[config.mk]
export PLATFORM = sky130hd
export DESIGN_NAME = link_reconnect_backoff_fsm
export DESIGN_NICKNAME = d
export VERILOG_FILES = /design/src/rtl/core/lrbf_pkg.sv /design/src/rtl/core/link_reconnect_backoff_fsm.sv
export SDC_FILE = /design/constraint.sdc
export NUM_CORES = 1
export LEC_CHECK = 0
export ABC_AREA = 1
export BUFFER_PORTS_ARGS = -buffer_cell sky130_fd_sc_hd__clkbuf_2
export CORE_UTILIZATION = 50
export CTS_CLUSTER_SIZE = 12
export DETAILED_ROUTE_END_ITERATION = 10
export HOLD_SLACK_MARGIN = 0.05
export PLACE_DENSITY = 0.7
export SLEW_MARGIN = 30
export SYNTH_ARGS = -nofsm -noshare
export SYNTH_HDL_FRONTEND = slang
export SYNTH_SLANG_ARGS = --single-unit
[constraint.sdc]
create_clock -name clk_i -period 7 [get_ports clk_i]
set_clock_uncertainty 0.15 [all_clocks]
set_input_delay 0.7 -clock clk_i [delete_from_list [all_inputs] [get_ports clk_i]]
set_output_delay 0.7 -clock clk_i [all_outputs]
set_load 0.05 [all_outputs]
[src/rtl/core/lrbf_pkg.sv]
// types and constants of the link reconnect backoff machine
// no dependencies; used by link_reconnect_backoff_fsm and lrbf_checker
`timescale 1ns / 1ps

package lrbf_pkg;

  // reconnect machine states, one-hot
  typedef enum logic [3:0] {
    ST_IDLE   = 4'b0001,
    ST_LOST   = 4'b0010,
    ST_RECON  = 4'b0100,
    ST_WAIT   = 4'b1000
  } state_e;

  // link_state codes as reported in the result
  localparam logic [1:0] LS_IDLE  = 2'd0;
  localparam logic [1:0] LS_LOST  = 2'd1;
  localparam logic [1:0] LS_RECON = 2'd2;
  localparam logic [1:0] LS_WAIT  = 2'd3;

  // configuration register indexes
  localparam int unsigned CfgIdxW = 3;
  localparam logic [CfgIdxW-1:0] REG_MAX_RETRIES  = 3'd0;
  localparam logic [CfgIdxW-1:0] REG_BACKOFF_LIM  = 3'd1;
  localparam logic [CfgIdxW-1:0] REG_INIT_BACKOFF = 3'd2;
  localparam logic [CfgIdxW-1:0] REG_LOST_DELAY   = 3'd3;
  localparam logic [CfgIdxW-1:0] REG_AUTO_AFTER   = 3'd4;
  localparam logic [CfgIdxW-1:0] REG_AUTO_BACKOFF = 3'd5;

  // register reset values
  localparam logic [7:0]  RST_MAX_RETRIES  = 8'd5;
  localparam logic [31:0] RST_BACKOFF_LIM  = 32'd300000;
  localparam logic [31:0] RST_INIT_BACKOFF = 32'd5000;
  localparam logic [31:0] RST_LOST_DELAY   = 32'd1000;
  localparam logic [31:0] RST_AUTO_AFTER   = 32'd3600000;
  localparam logic [31:0] RST_AUTO_BACKOFF = 32'd900000;

  // poll transaction, first field in the highest bits, last field in the lowest
  typedef struct packed {
    logic [6:0]  pad;
    logic [31:0] now_ms;
    logic        link_up;
  } poll_t;

  // result transaction, first field in the highest bits, last field in the lowest
  typedef struct packed {
    logic        pad;
    logic [31:0] successes;
    logic [31:0] attempts;
    logic [31:0] backoff_ms;
    logic [7:0]  retry_count;
    logic        autonomous;
    logic        autonomous_entered;
    logic        link_lost;
    logic        reconnected;
    logic        start_connect;
    logic [1:0]  link_state;
  } result_t;

  localparam int unsigned PollW   = $bits(poll_t);
  localparam int unsigned ResultW = $bits(result_t);

endpackage

[src/rtl/core/link_reconnect_backoff_fsm.sv]
// link reconnect state machine with exponential backoff, top level
// depends on lrbf_pkg
`timescale 1ns / 1ps

// Usage
//   s_axis: one poll per transaction; tdata holds link_up (bit 0) and the
//   free-running millisecond time now_ms (bits 32:1).
//   m_axis: one result per poll, in poll order; tdata holds link_state,
//   the start_connect, reconnected, link_lost and autonomous_entered events,
//   the autonomous flag, retry_count, backoff_ms, attempts and successes.
//   cfg: register writes (index, 32-bit data), always ready; write only
//   while no poll is in flight. Indexes 6 and 7 are ignored.
// Pipeline
//   a poll passes from the input register to the result register and is
//   then offered on m_axis; one poll per cycle is sustained while m_axis is
//   ready. The machine state is updated as the poll moves from the input
//   register to the result register.
// Reset
//   rst_ni clears the valid bits of both pipeline registers, puts the machine in idle with a
//   5000 ms backoff and zero counters, and loads the register defaults.
// Stalls
//   while m_axis is held off the result register holds, the input register
//   still takes one more poll, then s_axis_tready falls.
module link_reconnect_backoff_fsm (
  input  logic         clk_i,
  input  logic         rst_ni,
  // poll input
  input  logic         s_axis_tvalid,
  output logic         s_axis_tready,
  input  logic [39:0]  s_axis_tdata,   // link_up, now_ms[31:0], zero pad
  // result output
  output logic         m_axis_tvalid,
  input  logic         m_axis_tready,
  output logic [111:0] m_axis_tdata,   // link_state[1:0], start_connect,
                                       // reconnected, link_lost,
                                       // autonomous_entered, autonomous,
                                       // retry_count[7:0], backoff_ms[31:0],
                                       // attempts[31:0], successes[31:0],
                                       // zero pad
  // configuration writes
  input  logic         cfg_valid_i,
  output logic         cfg_ready_o,
  input  logic [2:0]   cfg_index_i,
  input  logic [31:0]  cfg_data_i
);

  // configuration registers
  logic [7:0]  max_retries_q;
  logic [31:0] backoff_lim_q, init_backoff_q, lost_delay_q, auto_after_q, auto_backoff_q;

  // pipeline registers
  logic                 in_vld_q, out_vld_q;
  lrbf_pkg::poll_t      in_q;
  lrbf_pkg::result_t    out_q, res_d;
  logic                 advance, in_take;

  // machine state
  lrbf_pkg::state_e state_q, state_d;
  logic [7:0]  retry_q, retry_d;
  logic [31:0] backoff_q, backoff_d;
  logic [31:0] loss_time_q, loss_time_d;
  logic        loss_vld_q, loss_vld_d;
  logic [31:0] retry_start_q, retry_start_d;
  logic        auto_q, auto_d;
  logic [31:0] attempts_q, attempts_d;
  logic [31:0] successes_q, successes_d;

  // per-poll intermediates
  logic [31:0] diff_loss, diff_retry, wait_ms;
  logic [7:0]  retry_inc;
  logic [32:0] backoff_dbl;
  logic        auto_enter;
  logic        ev_pulse, ev_back, ev_lost, ev_auto;
  logic [1:0]  state_code;

  // handshakes
  assign cfg_ready_o   = 1'b1;
  assign advance       = in_vld_q && (!out_vld_q || m_axis_tready);
  assign s_axis_tready = !in_vld_q || advance;
  assign in_take       = s_axis_tvalid && s_axis_tready;
  assign m_axis_tvalid = out_vld_q;
  assign m_axis_tdata  = out_q;

  // configuration register writes
  always_ff @(posedge clk_i or negedge rst_ni) begin
    if (!rst_ni) begin
      max_retries_q  <= lrbf_pkg::RST_MAX_RETRIES;
      backoff_lim_q  <= lrbf_pkg::RST_BACKOFF_LIM;
      init_backoff_q <= lrbf_pkg::RST_INIT_BACKOFF;
      lost_delay_q   <= lrbf_pkg::RST_LOST_DELAY;
      auto_after_q   <= lrbf_pkg::RST_AUTO_AFTER;
      auto_backoff_q <= lrbf_pkg::RST_AUTO_BACKOFF;
    end else if (cfg_valid_i) begin
      case (cfg_index_i)
        lrbf_pkg::REG_MAX_RETRIES:  max_retries_q  <= cfg_data_i[7:0];
        lrbf_pkg::REG_BACKOFF_LIM:  backoff_lim_q  <= cfg_data_i;
        lrbf_pkg::REG_INIT_BACKOFF: init_backoff_q <= cfg_data_i;
        lrbf_pkg::REG_LOST_DELAY:   lost_delay_q   <= cfg_data_i;
        lrbf_pkg::REG_AUTO_AFTER:   auto_after_q   <= cfg_data_i;
        lrbf_pkg::REG_AUTO_BACKOFF: auto_backoff_q <= cfg_data_i;
        default: ;
      endcase
    end
  end

  // input register valid
  always_ff @(posedge clk_i or negedge rst_ni) begin
    if (!rst_ni) begin
      in_vld_q <= 1'b0;
    end else if (in_take) begin
      in_vld_q <= 1'b1;
    end else if (advance) begin
      in_vld_q <= 1'b0;
    end
  end

  // input register payload
  always_ff @(posedge clk_i) begin
    if (in_take) begin
      in_q <= lrbf_pkg::poll_t'(s_axis_tdata);
    end
  end

  // wrapped time differences, autonomous entry and the doubled backoff
  assign diff_loss   = in_q.now_ms - loss_time_q;
  assign diff_retry  = in_q.now_ms - retry_start_q;
  assign auto_enter  = !auto_q && loss_vld_q && (diff_loss > auto_after_q);
  assign retry_inc   = retry_q + 8'd1;
  assign backoff_dbl = {backoff_q, 1'b0};
  assign wait_ms     = (auto_q || auto_enter) ? auto_backoff_q : backoff_q;

  // next machine state for the poll in the input register
  always_comb begin
    state_d       = state_q;
    retry_d       = retry_q;
    backoff_d     = backoff_q;
    loss_time_d   = loss_time_q;
    loss_vld_d    = loss_vld_q;
    retry_start_d = retry_start_q;
    auto_d        = auto_q;
    attempts_d    = attempts_q;
    successes_d   = successes_q;
    ev_pulse      = 1'b0;
    ev_back       = 1'b0;
    ev_lost       = 1'b0;
    ev_auto       = 1'b0;
    if (in_q.link_up) begin
      // link present: return to idle if anything was pending
      if (state_q != lrbf_pkg::ST_IDLE) begin
        state_d     = lrbf_pkg::ST_IDLE;
        retry_d     = 8'd0;
        backoff_d   = init_backoff_q;
        loss_time_d = 32'd0;
        loss_vld_d  = 1'b0;
        auto_d      = 1'b0;
        successes_d = successes_q + 32'd1;
        ev_back     = 1'b1;
      end
    end else if (state_q == lrbf_pkg::ST_IDLE) begin
      // loss detected
      state_d       = lrbf_pkg::ST_LOST;
      loss_time_d   = in_q.now_ms;
      loss_vld_d    = 1'b1;
      retry_start_d = in_q.now_ms;
      ev_lost       = 1'b1;
    end else begin
      // long outage switches to autonomous mode
      if (auto_enter) begin
        auto_d  = 1'b1;
        ev_auto = 1'b1;
      end
      case (state_q)
        lrbf_pkg::ST_LOST: begin
          if (diff_retry >= lost_delay_q) begin
            state_d = lrbf_pkg::ST_RECON;
          end
        end
        lrbf_pkg::ST_RECON: begin
          ev_pulse = 1'b1;
          retry_d  = retry_inc;
          if (retry_inc > max_retries_q) begin
            backoff_d = (backoff_dbl > {1'b0, backoff_lim_q}) ? backoff_lim_q
                                                               : backoff_dbl[31:0];
            retry_d   = 8'd0;
          end
          retry_start_d = in_q.now_ms;
          state_d       = lrbf_pkg::ST_WAIT;
          attempts_d    = attempts_q + 32'd1;
        end
        lrbf_pkg::ST_WAIT: begin
          if (diff_retry >= wait_ms) begin
            state_d = lrbf_pkg::ST_RECON;
          end
        end
        default: ;
      endcase
    end
  end

  // reported state code
  always_comb begin
    case (state_d)
      lrbf_pkg::ST_IDLE:  state_code = lrbf_pkg::LS_IDLE;
      lrbf_pkg::ST_LOST:  state_code = lrbf_pkg::LS_LOST;
      lrbf_pkg::ST_RECON: state_code = lrbf_pkg::LS_RECON;
      lrbf_pkg::ST_WAIT:  state_code = lrbf_pkg::LS_WAIT;
      default:            state_code = lrbf_pkg::LS_IDLE;
    endcase
  end

  // result assembly
  always_comb begin
    res_d                    = '0;
    res_d.link_state         = state_code;
    res_d.start_connect      = ev_pulse;
    res_d.reconnected        = ev_back;
    res_d.link_lost          = ev_lost;
    res_d.autonomous_entered = ev_auto;
    res_d.autonomous         = auto_d;
    res_d.retry_count        = retry_d;
    res_d.backoff_ms         = backoff_d;
    res_d.attempts           = attempts_d;
    res_d.successes          = successes_d;
  end

  // machine state update, one poll per advance
  always_ff @(posedge clk_i or negedge rst_ni) begin
    if (!rst_ni) begin
      state_q       <= lrbf_pkg::ST_IDLE;
      retry_q       <= 8'd0;
      backoff_q     <= lrbf_pkg::RST_INIT_BACKOFF;
      loss_time_q   <= 32'd0;
      loss_vld_q    <= 1'b0;
      retry_start_q <= 32'd0;
      auto_q        <= 1'b0;
      attempts_q    <= 32'd0;
      successes_q   <= 32'd0;
    end else if (advance) begin
      state_q       <= state_d;
      retry_q       <= retry_d;
      backoff_q     <= backoff_d;
      loss_time_q   <= loss_time_d;
      loss_vld_q    <= loss_vld_d;
      retry_start_q <= retry_start_d;
      auto_q        <= auto_d;
      attempts_q    <= attempts_d;
      successes_q   <= successes_d;
    end
  end

  // result register valid
  always_ff @(posedge clk_i or negedge rst_ni) begin
    if (!rst_ni) begin
      out_vld_q <= 1'b0;
    end else if (advance) begin
      out_vld_q <= 1'b1;
    end else if (m_axis_tready) begin
      out_vld_q <= 1'b0;
    end
  end

  // result register payload
  always_ff @(posedge clk_i) begin
    if (advance) begin
      out_q <= res_d;
    end
  end

endmodule

After elaboration in Yosys (flattened, before gate mapping)
Index checks and enable logic that the tools add are counted.

word-level totals
  bits of input ports = 80
  word-level logic and storage cells = 122
  output and inout port bits = 115
  bits in registers = 488

cells by class
  bitwise gates (word level) = 1
  multiplexer cells = 44
  equality and inequality tests = 14
  $lt $le $gt $ge = 5
  reduce and logical (&&, ||, !) cells = 24
  add/sub/neg operators = 5

operators by type and width
  cell                                                   count
  2-to-1 mux 32 bit                                      17
  adder 32 x 1 -> 32 bit, second input constant          2
  greater-or-equal comparator 32 bit                     2
  subtractor 32 bit                                      2
  2-to-1 mux 8 bit                                       5
  greater-than comparator 33 x 32 -> 1 bit               1
  greater-than comparator 32 bit                         1
  2-to-1 mux 4 bit                                       5
  2-to-1 mux 1 bit                                       15
  case mux 4 bit (3 select lines)                        1
  AND reduction 2 bit                                    6
  adder 8 x 1 -> 8 bit, second input constant            1
  == test 4 x 2 -> 1 bit, second input constant          2
  == test 4 x 3 -> 1 bit, second input constant          2
  == test 4 bit, second input constant                   2
  greater-than comparator 8 bit                          1
  nonzero test 2 bit                                     4
  == test 3 x 2 -> 1 bit, second input constant          2
  == test 3 bit, second input constant                   2
  case mux 2 bit (3 select lines)                        1
  AND reduction 3 bit                                    2
  == test 4 x 1 -> 1 bit, second input constant          1
  logical AND 1 bit                                      4
  inequality test 4 x 1 -> 1 bit, second input constant  1
  7 further kinds                                        11

Depth between registers and ports, before layout
  depth after elaboration = 12
  depth in mapped cells = 47
  mapped depth without buffers = 45

Worst setup path before layout
Ideal clock, no wire load.

  path kind = register -> register
  start point = register in_q[1] in the netlist's numbering
  end point = register out_q, in the netlist m_axis_tdata[1] (data pin)
  data required time = 6596 ps
  arrival time = 4877 ps
  library setup time = 254 ps
  clock period less this slack = 5281 ps
  setup slack = 1719 ps
  path buffers = 2
  stages on the path, launching flop included = 42
  path through = edfxtp_1 inv_1 ha_1 inv_1 fa_1 nand3_1 nand2_1 nand2_1 a21oi_1 nand2_1 nand2_1 a21oi_1 inv_1 nand2_1 nand2_1 nand2_1 nand2_1 nand2_1 (+6 left out) nand2_1 nand2_1 nand2_1 nand2_1 buf_2 clkbuf_1 o21ai_0 ha_1 nand2_1 nor4_1 and3_1 nand2_1 nand2_1 nand2_1 nand3_1 nand2_1 nand3b_1 nand2_1

on the way
  longest elaborated chain between the ends = 12
  elaborated cells between the ends (all ways) = 17
  those cells by class = 2 x add/sub; 3 x order compare; 3 x eq/ne; 7 x mux; 2 x reduce/logical

RTL lines
  element                                      RTL line                           text
  from (decl)                                  link_reconnect_backoff_fsm.sv:53   lrbf_pkg::poll_t in_q;
  from (signal assigned)                       link_reconnect_backoff_fsm.sv:120  in_q <= lrbf_pkg::poll_t'(s_axis_tdata);
  subtractor 32 bit                            link_reconnect_backoff_fsm.sv:125  assign diff_loss = in_q.now_ms - loss_time_q;
  greater-than comparator 32 bit               link_reconnect_backoff_fsm.sv:127  assign auto_enter = !auto_q && loss_vld_q && (diff_loss > auto_after_q);
  logical AND 1 bit                            link_reconnect_backoff_fsm.sv:127
  logical OR 1 bit                             link_reconnect_backoff_fsm.sv:130  assign wait_ms = (auto_q || auto_enter) ? auto_backoff_q : backoff_q;
  2-to-1 mux 32 bit                            link_reconnect_backoff_fsm.sv:130
  greater-or-equal comparator 32 bit           link_reconnect_backoff_fsm.sv:191  if (diff_retry >= wait_ms) begin
  2-to-1 mux 4 bit                             link_reconnect_backoff_fsm.sv:191
  case mux 4 bit (3 select lines) *            link_reconnect_backoff_fsm.sv:172  case (state_q)
  2-to-1 mux 4 bit *                           link_reconnect_backoff_fsm.sv:159  end else if (state_q == lrbf_pkg::ST_IDLE) begin
  2-to-1 mux 4 bit *                           link_reconnect_backoff_fsm.sv:147  if (in_q.link_up) begin
  == test 4 bit, or another cell as far along  link_reconnect_backoff_fsm.sv:202  case (state_d)
  case mux 2 bit (3 select lines) *            link_reconnect_backoff_fsm.sv:202
  named net state_code[1]                      link_reconnect_backoff_fsm.sv:74   logic [1:0] state_code;
  to (signal assigned)                         link_reconnect_backoff_fsm.sv:265  out_q <= res_d;
  to (decl)                                    link_reconnect_backoff_fsm.sv:54   lrbf_pkg::result_t out_q, res_d;

The timed path passes the listed nets; every way through them passes the cells marked *.
A chain may end at the register's enable or synchronous reset.

Worst setup path after layout
  start point = register in_q[1] in the netlist's numbering
  end point = register out_q, in the netlist m_axis_tdata[0] (data pin)

Same word-level chain as after synthesis.

==> results.rst <==
.. list-table::
   :header-rows: 1

   * - Metric
     - Value
   * - Fraction of the mapped netlist area in simple logic gates
     - 0.200
   * - Wire length per cell
     - 16.4 um
   * - Routed vias
     - 22.6k
   * - Latest clock arrival within the worst-skew pair
     - 0.63 ns
   * - HPWL after DPL
     - 50.9 mm
   * - Largest net degree at the start of global routing
     - 171
   * - Clock root cell
     - sky130_fd_sc_hd__clkbuf_16
   * - Floorplan die height
     - 237 um
   * - Num ports
     - 195
   * - Clock tree from TritonCTS
     - built
   * - Maximum cell stage delay along the critical path
     - 0.46 ns
   * - Critical Path Slowest Stage Cell
     - sky130_fd_sc_hd__nor4_1
   * - DRC violations left
     - 0
   * - Cell area power density
     - 442 mW/mm2
   * - Post-route setup TNS
     - 0 ns
   * - Initial Util
     - 0.510
   * - Path category of the worst min-delay check
     - primary input to flip-flop
   * - Largest area contributor in the synthesized netlist
     - sky130_fd_sc_hd__dfrtp_1
   * - Synthesized netlist cell count
     - 3,374
   * - Final critical-path share of the clock period
     - 0.901
   * - Final antenna diode count
     - 0
   * - Syn_area_per_cell
     - 8.21 um2
   * - Sequential cell area fraction in the yosys report
     - 0.469
   * - Multiplexer fraction of the synthesized cell area
     - 0
   * - Biggest fanout along the worst timing path
     - 27
   * - Synthesized-area fraction occupied by ao, oa, aoi and oai cells
     - 0.122
   * - Clock-pin slew of the registers on the worst-case setup and hold paths
     - 0.06 ns
   * - Kind of capture point of the worst setup path
     - flip-flop
   * - Leakage power
     - 15.2 nW
   * - Unrepaired setup endpoints after global routing
     - no
   * - Critical path arrival
     - 6.51 ns
   * - Count of standard-cell rows
     - 85
   * - Count of warnings emitted by yosys
     - 0
   * - Required time at the worst-slack endpoint
     - 7.21 ns
   * - Post-placement setup slack
     - 0.451 ns
   * - Routability congestion estimate from global placement
     - 0.913
   * - DIE AREA
     - 0.0563 mm2
   * - Final Critical Period
     - 6.31 ns
   * - Initial antenna violation count
     - 1
   * - Netlist area before placement
     - 0.0277 mm2
   * - Final hold violation count
     - 0
   * - Vias in the first global route
     - 21.2k
   * - Post-synthesis cell type count
     - 49
   * - CORE AREA
     - 0.0542 mm2
   * - Overall routed net length
     - 70.0 mm
   * - First-pass GRT wire length
     - 113 mm
   * - Largest family of logic cells by synthesized area
     - simple AND/OR/NAND/NOR gates
   * - Relative slew slack
     - 0.403
   * - ANT nets after route
     - 0
   * - Iteration count of the initial detailed-routing pass
     - 6
   * - Post-Syn Nets
     - 3,657
   * - Outcome
     - completed
   * - F_max
     - 0.159 GHz
   * - Number of maximum-capacitance constraint violations
     - 0
   * - Biggest area contributors in the synthesized netlist
     - sky130_fd_sc_hd__dfrtp_1 27%, sky130_fd_sc_hd__edfxtp_1 16%, sky130_fd_sc_hd__nand2_1 13%
   * - Area share of the largest cell type after synthesis
     - 0.267
   * - Max rail drop VDD
     - 220 uV
   * - Area share of fa/ha/maj cells after synthesis
     - 0.0923
   * - Overall overflow remaining after global route
     - 0
   * - Most repeated library cell on the critical path
     - sky130_fd_sc_hd__nand2_1
   * - Layout-stage area growth over the synthesis result
     - 12.1%
   * - # port buffers
     - 185
   * - Reg2reg setup slack
     - 0.69 ns
   * - Register bit count reported by yosys
     - 488
   * - Detailed router's first-iteration violation count
     - 1,661
   * - Ratio of routed vias to standard cells
     - 5.28
   * - Overall global routing resource usage
     - 0.254
   * - Actual transition at the worst max-transition pin
     - 0.896 ns
   * - Clock buffer count from CTS
     - 53
   * - Worst setup path class
     - flip-flop to flip-flop
   * - Sequential cell area
     - 0.0130 mm2
   * - Number of sinks driven by the clock tree
     - 488
   * - Critical path launch point type
     - flip-flop
   * - Number of fill cells in the layout
     - 4,963
   * - Number of max-slew violations in the final report
     - 0
   * - Total area of multi-input combinational cells
     - 0.0125 mm2
   * - Max H-tree Level
     - 2
   * - Width of the chip
     - 237 um
   * - Nets
     - 3,819
   * - Final-report setup violation count
     - 0
   * - Layout cell share with drive strength beyond 1
     - 0.106
   * - FFs w/ async S/R, synth
     - 0.705
   * - Buffer depth of the longest clock path
     - 3
   * - Synth Flop Type
     - sky130_fd_sc_hd__dfrtp_1
   * - Number of flops mapped to enable cells by yosys
     - 144
   * - Xor/xnor share of the synthesized area
     - 0.0348
   * - Worst setup slack after layout
     - 0.691 ns
-- stage by stage --
step / util / instances / hold WS, ns / area [um2] / total power (W)
4_1_cts: 0.572 / 4275 / 0.0827 / 31000 / 0.0138
2_1_floorplan: - / 3374 / 0.254 / 27700 / 0.00920
3_3_place_gp: 0.541 / 4176 / 0.315 / 29300 / 0.0109
6_report: 0.572 / 4275 / 0.115 / 31000 / 0.0137
5_1_grt: 0.572 / 4275 / 0.0887 / 31000 / 0.0150
3_5_place_dp: 0.541 / 4176 / 0.322 / 29400 / 0.0110
-- layout by cell type (no fill, tap or decap), types with 10 or more instances in the layout --
cell type,instances
sky130_fd_sc_hd__a31oi_1,12
sky130_fd_sc_hd__xnor2_1,19
sky130_fd_sc_hd__xor2_1,91
sky130_fd_sc_hd__edfxtp_1,144
sky130_fd_sc_hd__clkbuf_1,17
sky130_fd_sc_hd__clkbuf_2,184
sky130_fd_sc_hd__clkinv_2,10
sky130_fd_sc_hd__nand4_1,29
sky130_fd_sc_hd__nand2_1,962
sky130_fd_sc_hd__o21ai_0,367
sky130_fd_sc_hd__clkbuf_16,53
sky130_fd_sc_hd__a22oi_1,36
sky130_fd_sc_hd__nand3_1,127
sky130_fd_sc_hd__ha_1,201
sky130_fd_sc_hd__dfrtp_1,295
sky130_fd_sc_hd__nor4_1,13
sky130_fd_sc_hd__inv_1,484
sky130_fd_sc_hd__nor3_1,41
sky130_fd_sc_hd__nor2_1,131
sky130_fd_sc_hd__o22ai_1,36
sky130_fd_sc_hd__dfstp_2,49
sky130_fd_sc_hd__a21oi_1,144
sky130_fd_sc_hd__buf_4,23
-- cell usage after synthesis (7+ instances only) --
master	count
sky130_fd_sc_hd__buf_2	8
sky130_fd_sc_hd__a21oi_1	144
sky130_fd_sc_hd__o21ai_1	8
sky130_fd_sc_hd__nor3_1	41
sky130_fd_sc_hd__ha_1	201
sky130_fd_sc_hd__nor4_1	14
sky130_fd_sc_hd__a31oi_1	12
sky130_fd_sc_hd__buf_1	8
sky130_fd_sc_hd__nor2_2	7
sky130_fd_sc_hd__nand3_1	129
sky130_fd_sc_hd__nand2_1	967
sky130_fd_sc_hd__nor2_1	133
sky130_fd_sc_hd__clkbuf_1	85
sky130_fd_sc_hd__o21a_1	9
sky130_fd_sc_hd__nand4_1	29
sky130_fd_sc_hd__inv_1	484
sky130_fd_sc_hd__o21ai_0	367
sky130_fd_sc_hd__a22oi_1	36
sky130_fd_sc_hd__xor2_1	91
sky130_fd_sc_hd__o22ai_1	36
sky130_fd_sc_hd__dfrtp_1	295
sky130_fd_sc_hd__edfxtp_1	144
sky130_fd_sc_hd__dfstp_2	49
sky130_fd_sc_hd__xnor2_1	19
-- worst paths after layout --
kind / end / cells after the start / start
setup / recovery: m_axis_tdata[0] / 39 / in_q[1]
hold / removal: in_q[4] / 1 / s_axis_tdata[4]
setup reg to reg: m_axis_tdata[0] / 39 / in_q[1]
hold reg to reg: retry_start_q[1] / 2 / retry_start_q[1]
max in group asynchronous: backoff_q[26] / 3 / rst_ni
min in group asynchronous: retry_q[6] / 2 / rst_ni
-- sequential cells by signal (all words and copies together), names as in the netlist --
signal / flops
attempts_q: 32
auto_after_q: 32
auto_backoff_q: 32
auto_q: 1
backoff_lim_q: 32
backoff_q: 32
in_q: 33
in_vld_q: 1
init_backoff_q: 32
loss_time_q: 32
loss_vld_q: 1
lost_delay_q: 32
m_axis_tdata: 111
m_axis_tvalid: 1
max_retries_q: 8
retry_q: 8
retry_start_q: 32
state_q: 4
successes_q: 32
-- cells by family after synthesis --
kind of cell	Yosys count
AND/OR/NAND/NOR	1347
adder cells (fa/ha/maj)	203
XOR/XNOR	110
flip-flops	488
buffers and inverters	593
AO/OA/AOI/OAI	631
other	2
-- area by class of cell --
class | instances | area share
Sequential cell | 488 | 0.419
Multi-Input combinational cell | 2293 | 0.404
Inverter | 490 | 0.0598
Clock buffer | 79 | 0.0488
Timing Repair Buffer | 210 | 0.0367
Tap cell | 696 | 0.0281
Clock inverter | 19 | 0.00439
-- timing repair --
| action | 4_1_cts | 5_1_grt |
|---|---|---|
| gates resized for setup | 0 | 2 |
| hold endpoints to repair | 30 | 0 |
| hold buffers | 1 | 0 |
| setup buffers | 0 | 0 |
| setup endpoints to repair | 0 | 4 |
-- routing by layer --
metal	global-route usage	wire length, um	vias to the layer above
li1	-	-	11300
met1	0.362	32700	10500
met2	0.409	32100	616
met3	0.0360	3960	99
met4	0.0588	1340	2
met5	0	11	-
-- report_power, final --
part / total, W / internal [W] / switching (W)
logic: 0.00681 / 0.00227 / 0.00454
clock network: 0.00266 / 0.00150 / 0.00116
registers: 0.00425 / 0.00378 / 0.000471
total: 0.0137 / 0.00756 / 0.00618
-- critical path: cells and delay by family (launching register included) --
kind / cells / cell delay [ns]
AND/OR/NAND/NOR: 28 / 3.49
adder cells (fa/ha/maj): 4 / 1.16
AO/OA/AOI/OAI: 4 / 0.59
flip-flops: 1 / 0.36
buffers and inverters: 3 / 0.29
Power figures use the tool's default switching activity.
